### config.mk
export PLATFORM = sky130hd
export DESIGN_NAME = xor_checked_packet_deframer
export DESIGN_NICKNAME = d
export VERILOG_FILES = /design/src/rtl/xcpd_pkg.sv /design/src/rtl/xor_checked_packet_deframer.sv /design/src/rtl/xcpd_ram.sv /design/src/rtl/xcpd_front.sv /design/src/rtl/xcpd_desc_fifo.sv /design/src/rtl/xcpd_back.sv
export SDC_FILE = /design/constraint.sdc
export NUM_CORES = 1
export LEC_CHECK = 0
export BUFFER_PORTS_ARGS = -buffer_cell sky130_fd_sc_hd__buf_2
export CAP_MARGIN = 10
export CORE_MARGIN = 3
export CORE_UTILIZATION = 58
export CTS_BUF_LIST = sky130_fd_sc_hd__clkbuf_4
export DETAILED_ROUTE_END_ITERATION = 8
export PLACE_DENSITY = 0.74
export SLEW_MARGIN = 20
export SYNTH_ARGS = -nofsm -noshare
export SYNTH_HDL_FRONTEND = slang
export SYNTH_SLANG_ARGS = --single-unit
### constraint.sdc
create_clock -name i_clk -period 3.3 [get_ports i_clk]
set_clock_uncertainty 0.1 [all_clocks]
set_input_delay 0.495 -clock i_clk [delete_from_list [all_inputs] [get_ports i_clk]]
set_output_delay 0.495 -clock i_clk [all_outputs]
set_load 0.02 [all_outputs]
### src/rtl/xcpd_pkg.sv
// shared types and constants for the xor checked packet deframer
// no dependencies; used by every module of the block except xcpd_ram

package xcpd_pkg;

    localparam int MAX_PAYLOAD_DEF = 32;
    localparam logic [7:0] START_BYTE_RST = 8'd170;

    // frame descriptor handed from the parser to the emitter
    typedef struct packed {
        logic [7:0] frame_type;
        logic [6:0] frame_length;
    } t_desc;

    typedef enum logic [4:0] {
        PH_HUNT  = 5'b00001,
        PH_LEN   = 5'b00010,
        PH_TYPE  = 5'b00100,
        PH_DATA  = 5'b01000,
        PH_CHECK = 5'b10000
    } t_phase;

endpackage

### src/rtl/xor_checked_packet_deframer.sv
// top level of the xor checked packet deframer
// depends on xcpd_pkg, xcpd_front, xcpd_desc_fifo, xcpd_back, xcpd_ram

// Receives one serial byte per transfer and finds frames laid out as start
// byte, length, type, payload, checksum (XOR of length, type and payload).
// Every frame with a good checksum comes out as one result per payload byte,
// or as a single result with has_data clear for an empty frame, last set on
// the final one. Input bytes are taken one per cycle; the parser stalls
// input only while two validated frames are still waiting to be emitted,
// since the payload ram holds two banks of MAX_PAYLOAD bytes, one per queued
// frame. Results leave at one per cycle unless i_stall holds them; the first
// follows the checksum transfer via the descriptor queue, the registered ram
// read and the result register. start_byte is written via the always-ready cfg channel.

module xor_checked_packet_deframer #(
    parameter int MAX_PAYLOAD = xcpd_pkg::MAX_PAYLOAD_DEF
) (
    input  logic       i_clk,
    input  logic       i_rst_n,
    input  logic       i_cfg_valid,
    output logic       o_cfg_ready,
    input  logic [7:0] i_cfg_data,
    input  logic       i_valid,
    output logic       o_stall,
    input  logic [7:0] i_rx_byte,
    output logic       o_valid,
    input  logic       i_stall,
    output logic [7:0] o_frame_type,
    output logic [6:0] o_frame_length,
    output logic [5:0] o_byte_index,
    output logic [7:0] o_payload_byte,
    output logic       o_has_data,
    output logic       o_last
);

    localparam int LEN_W  = $clog2(MAX_PAYLOAD + 1);
    localparam int ADDR_W = $clog2(2 * MAX_PAYLOAD);

    logic              w_accept, w_push, w_pop, w_empty, w_full;
    logic              w_wr_bank, w_rd_bank;
    logic              w_we, w_re;
    logic [ADDR_W-1:0] w_waddr, w_raddr;
    logic [7:0]        w_wdata, w_rdata;
    xcpd_pkg::t_desc   w_desc, w_head;

    assign o_cfg_ready = 1'b1;
    assign o_stall     = w_full;
    assign w_accept    = i_valid && !w_full;

    xcpd_front #(
        .MAX_PAYLOAD (MAX_PAYLOAD),
        .LEN_W       (LEN_W),
        .ADDR_W      (ADDR_W)
    ) u_front (
        .i_clk      (i_clk),
        .i_rst_n    (i_rst_n),
        .i_cfg_we   (i_cfg_valid && o_cfg_ready),
        .i_cfg_data (i_cfg_data),
        .i_accept   (w_accept),
        .i_rx_byte  (i_rx_byte),
        .i_bank     (w_wr_bank),
        .o_push     (w_push),
        .o_desc     (w_desc),
        .o_we       (w_we),
        .o_waddr    (w_waddr),
        .o_wdata    (w_wdata)
    );

    xcpd_desc_fifo u_fifo (
        .i_clk     (i_clk),
        .i_rst_n   (i_rst_n),
        .i_push    (w_push),
        .i_desc    (w_desc),
        .i_pop     (w_pop),
        .o_head    (w_head),
        .o_empty   (w_empty),
        .o_full    (w_full),
        .o_wr_bank (w_wr_bank),
        .o_rd_bank (w_rd_bank)
    );

    xcpd_ram #(
        .WIDTH (8),
        .DEPTH (2 * MAX_PAYLOAD)
    ) u_ram (
        .i_clk   (i_clk),
        .i_we    (w_we),
        .i_waddr (w_waddr),
        .i_wdata (w_wdata),
        .i_re    (w_re),
        .i_raddr (w_raddr),
        .o_rdata (w_rdata)
    );

    xcpd_back #(
        .MAX_PAYLOAD (MAX_PAYLOAD),
        .LEN_W       (LEN_W),
        .ADDR_W      (ADDR_W)
    ) u_back (
        .i_clk          (i_clk),
        .i_rst_n        (i_rst_n),
        .i_head         (w_head),
        .i_empty        (w_empty),
        .i_bank         (w_rd_bank),
        .o_pop          (w_pop),
        .o_re           (w_re),
        .o_raddr        (w_raddr),
        .i_rdata        (w_rdata),
        .i_stall        (i_stall),
        .o_valid        (o_valid),
        .o_frame_type   (o_frame_type),
        .o_frame_length (o_frame_length),
        .o_byte_index   (o_byte_index),
        .o_payload_byte (o_payload_byte),
        .o_has_data     (o_has_data),
        .o_last         (o_last)
    );

    // a validated frame never arrives when both banks are taken
    a_no_push_full: assert property (@(posedge i_clk) disable iff (!i_rst_n)
        !(w_push && w_full)) else $error("descriptor push while queue full");

    // emitter only retires a frame that is queued
    a_no_pop_empty: assert property (@(posedge i_clk) disable iff (!i_rst_n)
        !(w_pop && w_empty)) else $error("descriptor pop while queue empty");

    // an empty-frame result is always the only one of its frame
    a_empty_is_last: assert property (@(posedge i_clk) disable iff (!i_rst_n)
        (o_valid && !o_has_data) |-> (o_last && o_frame_length == 7'd0
            && o_payload_byte == 8'd0))
        else $error("empty-frame result malformed");

    // parser never writes into the bank the emitter is reading
    a_bank_split: assert property (@(posedge i_clk) disable iff (!i_rst_n)
        (w_we && !w_empty) |-> (w_wr_bank != w_rd_bank))
        else $error("payload write into bank under emission");

endmodule

### src/rtl/xcpd_ram.sv
// generic simple dual port ram with one write port and a registered read port
// no dependencies

module xcpd_ram #(
    parameter int WIDTH = 8,
    parameter int DEPTH = 64
) (
    input  logic                     i_clk,
    input  logic                     i_we,
    input  logic [$clog2(DEPTH)-1:0] i_waddr,
    input  logic [WIDTH-1:0]         i_wdata,
    input  logic                     i_re,
    input  logic [$clog2(DEPTH)-1:0] i_raddr,
    output logic [WIDTH-1:0]         o_rdata
);

    logic [WIDTH-1:0] r_mem [DEPTH];
    logic [WIDTH-1:0] r_rdata;

    always_ff @(posedge i_clk) begin
        if (i_we) begin
            r_mem[i_waddr] <= i_wdata;
        end
        if (i_re) begin
            r_rdata <= r_mem[i_raddr];
        end
    end

    assign o_rdata = r_rdata;

endmodule

### src/rtl/xcpd_front.sv
// frame parser: hunts for the start byte, checks length and checksum,
// writes payload into the ram bank it is given. depends on xcpd_pkg

module xcpd_front #(
    parameter int MAX_PAYLOAD = xcpd_pkg::MAX_PAYLOAD_DEF,
    parameter int LEN_W       = $clog2(MAX_PAYLOAD + 1),
    parameter int ADDR_W      = $clog2(2 * MAX_PAYLOAD)
) (
    input  logic                i_clk,
    input  logic                i_rst_n,
    input  logic                i_cfg_we,
    input  logic [7:0]          i_cfg_data,
    input  logic                i_accept,
    input  logic [7:0]          i_rx_byte,
    input  logic                i_bank,
    output logic                o_push,
    output xcpd_pkg::t_desc     o_desc,
    output logic                o_we,
    output logic [ADDR_W-1:0]   o_waddr,
    output logic [7:0]          o_wdata
);

    localparam logic [7:0] MAX_B = 8'(MAX_PAYLOAD);

    xcpd_pkg::t_phase r_phase, n_phase;
    logic [7:0]       r_start;
    logic [LEN_W-1:0] r_len, n_len;
    logic [LEN_W-1:0] r_seen, n_seen;
    logic [7:0]       r_type, n_type;
    logic [7:0]       r_xor, n_xor;
    logic [LEN_W:0]   w_sum;

    always_comb begin
        n_phase = r_phase;
        n_len   = r_len;
        n_seen  = r_seen;
        n_type  = r_type;
        n_xor   = r_xor;
        o_push  = 1'b0;
        o_we    = 1'b0;
        if (i_accept) begin
            unique case (r_phase)
                xcpd_pkg::PH_LEN: begin
                    if (i_rx_byte > MAX_B) begin
                        // an oversize length equal to the start byte reopens a frame
                        n_phase = (i_rx_byte == r_start) ? xcpd_pkg::PH_LEN
                                                         : xcpd_pkg::PH_HUNT;
                    end else begin
                        n_len   = LEN_W'(i_rx_byte);
                        n_xor   = i_rx_byte;
                        n_phase = xcpd_pkg::PH_TYPE;
                    end
                end
                xcpd_pkg::PH_TYPE: begin
                    n_type  = i_rx_byte;
                    n_xor   = r_xor ^ i_rx_byte;
                    n_seen  = '0;
                    n_phase = (r_len == '0) ? xcpd_pkg::PH_CHECK : xcpd_pkg::PH_DATA;
                end
                xcpd_pkg::PH_DATA: begin
                    o_we   = 1'b1;
                    n_xor  = r_xor ^ i_rx_byte;
                    n_seen = LEN_W'(r_seen + 1'b1);
                    if (n_seen == r_len) begin
                        n_phase = xcpd_pkg::PH_CHECK;
                    end
                end
                xcpd_pkg::PH_CHECK: begin
                    o_push  = (i_rx_byte == r_xor);
                    n_phase = xcpd_pkg::PH_HUNT;
                end
                default: begin
                    n_phase = (i_rx_byte == r_start) ? xcpd_pkg::PH_LEN
                                                     : xcpd_pkg::PH_HUNT;
                end
            endcase
        end
    end

    always_ff @(posedge i_clk) begin
        if (!i_rst_n) begin
            r_phase <= xcpd_pkg::PH_HUNT;
            r_start <= xcpd_pkg::START_BYTE_RST;
            r_len   <= '0;
            r_seen  <= '0;
            r_type  <= '0;
            r_xor   <= '0;
        end else begin
            r_phase <= n_phase;
            r_len   <= n_len;
            r_seen  <= n_seen;
            r_type  <= n_type;
            r_xor   <= n_xor;
            if (i_cfg_we) begin
                r_start <= i_cfg_data;
            end
        end
    end

    // bank one sits above bank zero in the ram
    assign w_sum   = {1'b0, r_seen} + (i_bank ? (LEN_W + 1)'(MAX_PAYLOAD) : '0);
    assign o_waddr = ADDR_W'(w_sum);
    assign o_wdata = i_rx_byte;

    assign o_desc.frame_type   = r_type;
    assign o_desc.frame_length = 7'(r_len);

endmodule

### src/rtl/xcpd_desc_fifo.sv
// two entry queue of validated frame descriptors; entry slot doubles as
// the payload bank number. depends on xcpd_pkg

module xcpd_desc_fifo (
    input  logic            i_clk,
    input  logic            i_rst_n,
    input  logic            i_push,
    input  xcpd_pkg::t_desc i_desc,
    input  logic            i_pop,
    output xcpd_pkg::t_desc o_head,
    output logic            o_empty,
    output logic            o_full,
    output logic            o_wr_bank,
    output logic            o_rd_bank
);

    xcpd_pkg::t_desc r_ent [2];
    logic       r_wr, r_rd;
    logic [1:0] r_count;

    always_ff @(posedge i_clk) begin
        if (i_push) begin
            r_ent[r_wr] <= i_desc;
        end
    end

    always_ff @(posedge i_clk) begin
        if (!i_rst_n) begin
            r_wr    <= 1'b0;
            r_rd    <= 1'b0;
            r_count <= '0;
        end else begin
            if (i_push) begin
                r_wr <= ~r_wr;
            end
            if (i_pop) begin
                r_rd <= ~r_rd;
            end
            case ({i_push, i_pop})
                2'b10:   r_count <= r_count + 2'd1;
                2'b01:   r_count <= r_count - 2'd1;
                default: r_count <= r_count;
            endcase
        end
    end

    assign o_head    = r_ent[r_rd];
    assign o_empty   = (r_count == 2'd0);
    assign o_full    = (r_count == 2'd2);
    assign o_wr_bank = r_wr;
    assign o_rd_bank = r_rd;

endmodule

### src/rtl/xcpd_back.sv
// frame emitter: walks the head descriptor, reads payload from the ram and
// drives the result register. depends on xcpd_pkg

module xcpd_back #(
    parameter int MAX_PAYLOAD = xcpd_pkg::MAX_PAYLOAD_DEF,
    parameter int LEN_W       = $clog2(MAX_PAYLOAD + 1),
    parameter int ADDR_W      = $clog2(2 * MAX_PAYLOAD)
) (
    input  logic              i_clk,
    input  logic              i_rst_n,
    input  xcpd_pkg::t_desc   i_head,
    input  logic              i_empty,
    input  logic              i_bank,
    output logic              o_pop,
    output logic              o_re,
    output logic [ADDR_W-1:0] o_raddr,
    input  logic [7:0]        i_rdata,
    input  logic              i_stall,
    output logic              o_valid,
    output logic [7:0]        o_frame_type,
    output logic [6:0]        o_frame_length,
    output logic [5:0]        o_byte_index,
    output logic [7:0]        o_payload_byte,
    output logic              o_has_data,
    output logic              o_last
);

    logic [LEN_W-1:0] r_idx;

    // read stage: ram data lands together with these
    logic             r_a_valid;
    logic [7:0]       r_a_type;
    logic [6:0]       r_a_len;
    logic [LEN_W-1:0] r_a_idx;
    logic             r_a_has;
    logic             r_a_last;

    // result register
    logic             r_b_valid;
    logic [7:0]       r_b_type;
    logic [6:0]       r_b_len;
    logic [5:0]       r_b_idx;
    logic [7:0]       r_b_data;
    logic             r_b_has;
    logic             r_b_last;

    logic           w_a_move, w_issue, w_has, w_last;
    logic [LEN_W:0] w_sum;

    assign w_a_move = r_a_valid && (!r_b_valid || !i_stall);
    assign w_issue  = !i_empty && (!r_a_valid || w_a_move);
    assign w_has    = (i_head.frame_length != 7'd0);
    assign w_last   = !w_has || ((7'(r_idx) + 7'd1) == i_head.frame_length);

    assign o_pop = w_issue && w_last;
    // read enable only on issue so a held read stage keeps its data
    assign o_re  = w_issue && w_has;

    assign w_sum   = {1'b0, r_idx} + (i_bank ? (LEN_W + 1)'(MAX_PAYLOAD) : '0);
    assign o_raddr = ADDR_W'(w_sum);

    always_ff @(posedge i_clk) begin
        if (!i_rst_n) begin
            r_idx     <= '0;
            r_a_valid <= 1'b0;
            r_b_valid <= 1'b0;
        end else begin
            if (w_issue) begin
                r_idx <= w_last ? '0 : LEN_W'(r_idx + 1'b1);
            end
            if (w_issue) begin
                r_a_valid <= 1'b1;
            end else if (w_a_move) begin
                r_a_valid <= 1'b0;
            end
            if (w_a_move) begin
                r_b_valid <= 1'b1;
            end else if (!i_stall) begin
                r_b_valid <= 1'b0;
            end
        end
    end

    always_ff @(posedge i_clk) begin
        if (w_issue) begin
            r_a_type <= i_head.frame_type;
            r_a_len  <= i_head.frame_length;
            r_a_idx  <= r_idx;
            r_a_has  <= w_has;
            r_a_last <= w_last;
        end
        if (w_a_move) begin
            r_b_type <= r_a_type;
            r_b_len  <= r_a_len;
            r_b_idx  <= 6'(r_a_idx);
            r_b_data <= r_a_has ? i_rdata : 8'd0;
            r_b_has  <= r_a_has;
            r_b_last <= r_a_last;
        end
    end

    assign o_valid        = r_b_valid;
    assign o_frame_type   = r_b_type;
    assign o_frame_length = r_b_len;
    assign o_byte_index   = r_b_idx;
    assign o_payload_byte = r_b_data;
    assign o_has_data     = r_b_has;
    assign o_last         = r_b_last;

endmodule
**Word-level counts from Yosys, hierarchy flattened**

Memories as Yosys holds them, arrays and structs flattened. A register that Yosys moved wholly into a read port is not among the register bits.
Cells that the tools add are included.

- Shift-type cells: 0
- Reductions and logical operators: 27
- Magnitude comparators: 1
- Bitwise operators: 4
- Multipliers: 0
- Muxes and demuxes: 26
- Div/mod/pow operators: 0
- Add/sub/neg operators: 7
- Equality and inequality tests: 14

Operators with widths:

| kind | number |
|---|---|
| 5-bit one-hot mux with 4 select lines | 1 |
| 6-bit two-way mux | 3 |
| 8-bit == test | 2 |
| 8-bit one-hot mux with 2 select lines | 1 |
| 5-bit two-way mux | 3 |
| 1-bit two-way mux | 14 |
| 6-bit by 1-bit adder with 6-bit output, second input constant | 2 |
| 6-bit adder | 2 |
| 6-bit one-hot mux with 2 select lines | 1 |
| 8-bit by 6-bit > comparator with 1-bit output, second input constant | 1 |
| 8-bit two-way mux | 1 |
| 2-bit nonzero test | 4 |
| 8-bit XOR | 1 |
| 6-bit by 1-bit adder with 7-bit output, second input constant | 1 |
| 7-bit == test | 1 |
| 7-bit nonzero test | 1 |
| 6-bit == test | 1 |
| 1-bit logical NOT | 6 |
| 6-bit logical NOT | 1 |
| 2-bit AND reduction | 3 |
| 3-bit AND reduction | 2 |
| 5-bit by 2-bit == test with 1-bit output, second input constant | 1 |
| 5-bit by 3-bit == test with 1-bit output, second input constant | 1 |
| 5-bit by 4-bit == test with 1-bit output, second input constant | 1 |
| other kinds (14) | 24 |

- Memory bits (read-only): 0
- Latch bits: 0
- Memories: 2
- Input bits: 21
- Bits in writable memories: 540
- Register bits: 107
- Logic and storage cells: 104
- Output and inout port bits: 34

Memory list:

| memory | words | width | rd ports | clocked after Yosys merged registers in | write ports | RTL line | source |
|---|---|---|---|---|---|---|---|
| u_ram.r_mem | 64 | 8 | 1 | 1 | 1 | xcpd_ram.sv:17 | `logic [WIDTH-1:0] r_mem [DEPTH];` |
| u_fifo.r_ent | 2 | 14 | 1 | 1 | 1 | xcpd_desc_fifo.sv:17 | `xcpd_pkg::t_desc r_ent [2];` |

**Depth between registers and ports, before layout**

- Word-level depth: 8
- Gate-level depth with buffers: 12
- Depth with buffers taken out: 11

**Hierarchy**

Synthesis repeated with hierarchy kept, for this count alone.

- Cell total of the unflattened synthesis: 1,412
- Area, all modules: 26,232.7 µm²

Modules (own cells, without submodules):

| module | area each (µm²) | times used | cells an instance | seq. area each (µm²) |
|---|---|---|---|---|
| xcpd_ram | 20,246.9 | 1 | 940 | 15,615.0 |
| xcpd_back | 2,364.8 | 1 | 145 | 1,781.7 |
| xcpd_front | 2,299.7 | 1 | 255 | 820.8 |
| xcpd_desc_fifo | 1,296.2 | 1 | 69 | 1,001.0 |
| xor_checked_packet_deframer | 25.0 | 1 | 3 | 0.0 |

**Worst setup path before layout**

Ideal clock, no wire load.

- Kind: input to register
- From: input i_stall
- To: register u_back.r_b_idx[0] (netlist: u_back.o_byte_index[0]), enable pin
- Library setup time: 0.463 ns
- Setup slack: 0.008 ns
- Buffers on the path: 0
- Cell stages on the path: 1
- Arrival: 2.729 ns
- Data required time: 2.737 ns
- Path through: a21boi_0

- Cells in the longest elaborated chain, start to end: 3

RTL lines:

| element | RTL line | source |
|---|---|---|
| from (decl) | xor_checked_packet_deframer.sv:27 | `input logic i_stall,` |
| 1-bit logical NOT | xcpd_back.sv:50 | `assign w_a_move = r_a_valid && (!r_b_valid \|\| !i_stall);` |
| 1-bit logical OR | xcpd_back.sv:50 |  |
| 1-bit logical AND | xcpd_back.sv:50 |  |
| to (signal assigned) | xcpd_back.sv:95 | `r_b_idx <= 6'(r_a_idx);` |
| to (decl) | xcpd_back.sv:42 | `logic [5:0] r_b_idx;` |

No other way between the ends.
A chain may end at the register's enable or synchronous reset.

==> metrics.cfg <==
[global_route]
gr-usage-met2_pct = 39.4
met3_usage_pct = 5.45
grt_first_pass_wirelength_um = 84700
grt_start_max_net_pins = 90
gr-total-overflow = 0
grt_util_all_layers_pct = 24.4
grt_pass1_vias = 14129
antenna_found_initial = 2
use_met1_pct = 33.0
busiest_layer = met2

[synth]
yosysSeqAreaShare_pct = 74.2
netlist_area_um2 = 25700
yosys.area_share.simple_pct = 4.48
ys_ff_latch = 654
synth_cell_types = 64
syn_inst = 1357
avgSynthCellArea_um2 = 19.0
synth-xor-area-share_pct = 1.45
synth.top_cells.by_count = edfxtp_1, mux4_2, nor2_1
synth_area_leaders = edfxtp_1, mux4_2, dfxtp_1
ys.flop_type = edfxtp_1
yosys-mux-area-fraction_pct = 15.2
yosys.area.top_type = edfxtp_1
synth_fa_ha_area_share_pct = 0.146
synth.most_common_cell = edfxtp_1
synth.top_cell.area_share_pct = 70.0
synthesis.nets = 1381
synth_edf_count = 600
ys_async_sr_fraction_pct = 0
synth_top_family_by_area = multiplexers
yosysWarningCount = 0
synth-compound-area-share_pct = 3.08

[timing]
slew_headroom_pct = 30.2
fmax_mhz = 343
period_share_pct = 88.4
drv_slew = 0
final_hold_viol_count = 0
hold_slack_ps = 133
layout_setup_ws_ps = 384
finalSetupViolations = 0
rsz0062_at_grt = false
tightestPinTransition_ps = 1050
fin_crit_ps = 2920
setup_tns_ps = 0

[pwr]
p_clk_share_pct = 41.4
netSwitchingFraction_pct = 20.3
p_comb_share_pct = 1.5
p_switching_mw = 3.20
seqPwrFrac_pct = 57.1
intPower_mw = 12.6
cellPowerDensity_nw_per_um2 = 534
p_leak_nw = 9.68
peakVddDrop_uv = 286
total_power_mw = 15.8

[critical_path]
crit_required_ps = 3960
end_kind = flop
worstSetupPathType = flop to flop
arrival_ps = 3580
reg2reg_slack_ps = 380
start_kind = flop
critPathMaxFanout = 7

[route]
wl_um = 55300
ant_nets = 0
routedWlPerCell_um = 23.6
first_pass_iters = 8
drc = 0
drtIter0Drc = 1320
viasPerCell = 5.92
route.vias.total = 13843

[cells_and_area]
fin_nets = 1650
drive_above_1_share_pct = 32.5
fillers = 2876
area.growth.synth_to_final_pct = 14.9

[clock_tree]
ctsResizeCount = 0
clock_latency_ps = 850
clk_pin_slew_ps = 70
clock-sinks = 654
cts_buffer_depth = 3
cts_root_buf = clkbuf_4
htreeDepth = 4
cts_tree = yes
numCtsBuffers = 159

[placement]
globalplace.congestion = 0.856
pre_cts_slack_ps = 401
port_buffers = 52
hpwl_um = 34200

[floorplanning]
ios = 55
die_area_um2 = 46900
initial_core_util_pct = 59.2
chipWidth_um = 217
die_y_um = 217
row_count = 76
fp.coreArea_um2 = 43500

[hold_path]
hp-class = input port to flop

[job]
drv_cap = 0

[outcome]
status = completed

[what timing repair did]
action | 4_1_cts | 5_1_grt
hold buffers | 26 | 0
setup buffers | 0 | 0
endpoints found under the hold margin | 43 | 0
[sequential cells by signal, summed over array words and instances (netlist names), 8 cells and up, named ones only]
| register | count |
|---|---|
| u_front.r_start | 8 |
| u_back.o_frame_type | 8 |
| u_ram.o_rdata | 8 |
| u_front.r_xor | 8 |
| u_back.r_a_type | 8 |
| u_back.o_payload_byte | 8 |
| u_front.r_type | 8 |
| u_fifo.r_ent | 28 |
| u_ram.r_mem | 512 |
[cells in the final DEF, fill, tap and decap left out, drive strengths merged, types with 21 or more instances in the layout]
cell	count
clkinv	39
a21oi	24
nand2	49
dlygate4sd3	26
nor2	90
dfxtp	54
edfxtp	600
clkbuf	236
nor2b	33
buf	157
xnor2	21
mux4	140
mux2i	63
o21ai	27
[final timing paths]
path	from	to	depth (start not counted)
setup / recovery	flop	u_fifo.r_count[1]	9
setup reg to reg	flop	u_fifo.r_count[1]	9
hold reg to reg	u_back.r_a_type[1]	u_back.o_frame_type[1]	0
hold / removal	i_rx_byte[5]	u_ram.r_mem[11][5]	2
[routing by layer]
layer / wire length, µm / part of all wire (%) / up-vias
met1: 21700 / 39 / 6993
met5: 13 / 0.024 / -
met3: 4620 / 8.4 / 99
met2: 27500 / 50 / 666
li1: - / - / 6083
met4: 1430 / 2.6 / 2
[final cells by class]
type / instances / area (µm²) / share of cell area (%)
multi-input cells: 617 / 6270 / 21.2
flip-flops and latches: 654 / 19100 / 64.6
clock inverters: 52 / 279 / 0.944
well taps: 585 / 732 / 2.48
clock buffers: 236 / 1770 / 5.99
diodes: 1 / 2.50 / 0.00846
repair buffers: 183 / 1360 / 4.60
inverters: 11 / 41.3 / 0.140
[per-stage QoR]
stage               instance area (µm²)  utilization [%]  instances
finish                            29600             68.0       2339
global route                      29600             68.0       2339
CTS                               29600             68.0       2338
floorplan                         25700                -       1357
global placement                  27200             62.7       2024
detailed placement                27200             62.7       2024
[cell families after synthesis]
family / count (synthesis)
flops: 654
mux: 213
simple gates: 238
buf+inv: 86
compound gates: 120
fa+ha+maj: 3
other cells: 2
xor+xnor: 41
[power groups by stage]
stage / Sequential (mW) / Combinational [mW] / Clock, mW
global route: 9.01 / 0.255 / 7.16
global placement: 9.20 / 0.200 / 0
finish: 9.02 / 0.238 / 6.54
detailed placement: 9.20 / 0.209 / 0
CTS: 9.02 / 0.238 / 6.72
floorplan: 9.20 / 0.0572 / 0
[critical path: stages (launching register included)]
cell	delay (ps)
dfxtp_1	520
mux2_4	360
xnor3_1	340
or3_4	350
nor3_4	170
a21oi_1	120
nor2_1	120
ha_1	270
or3_1	360
a21boi_0	150
Power figures use the tool's default switching activity.
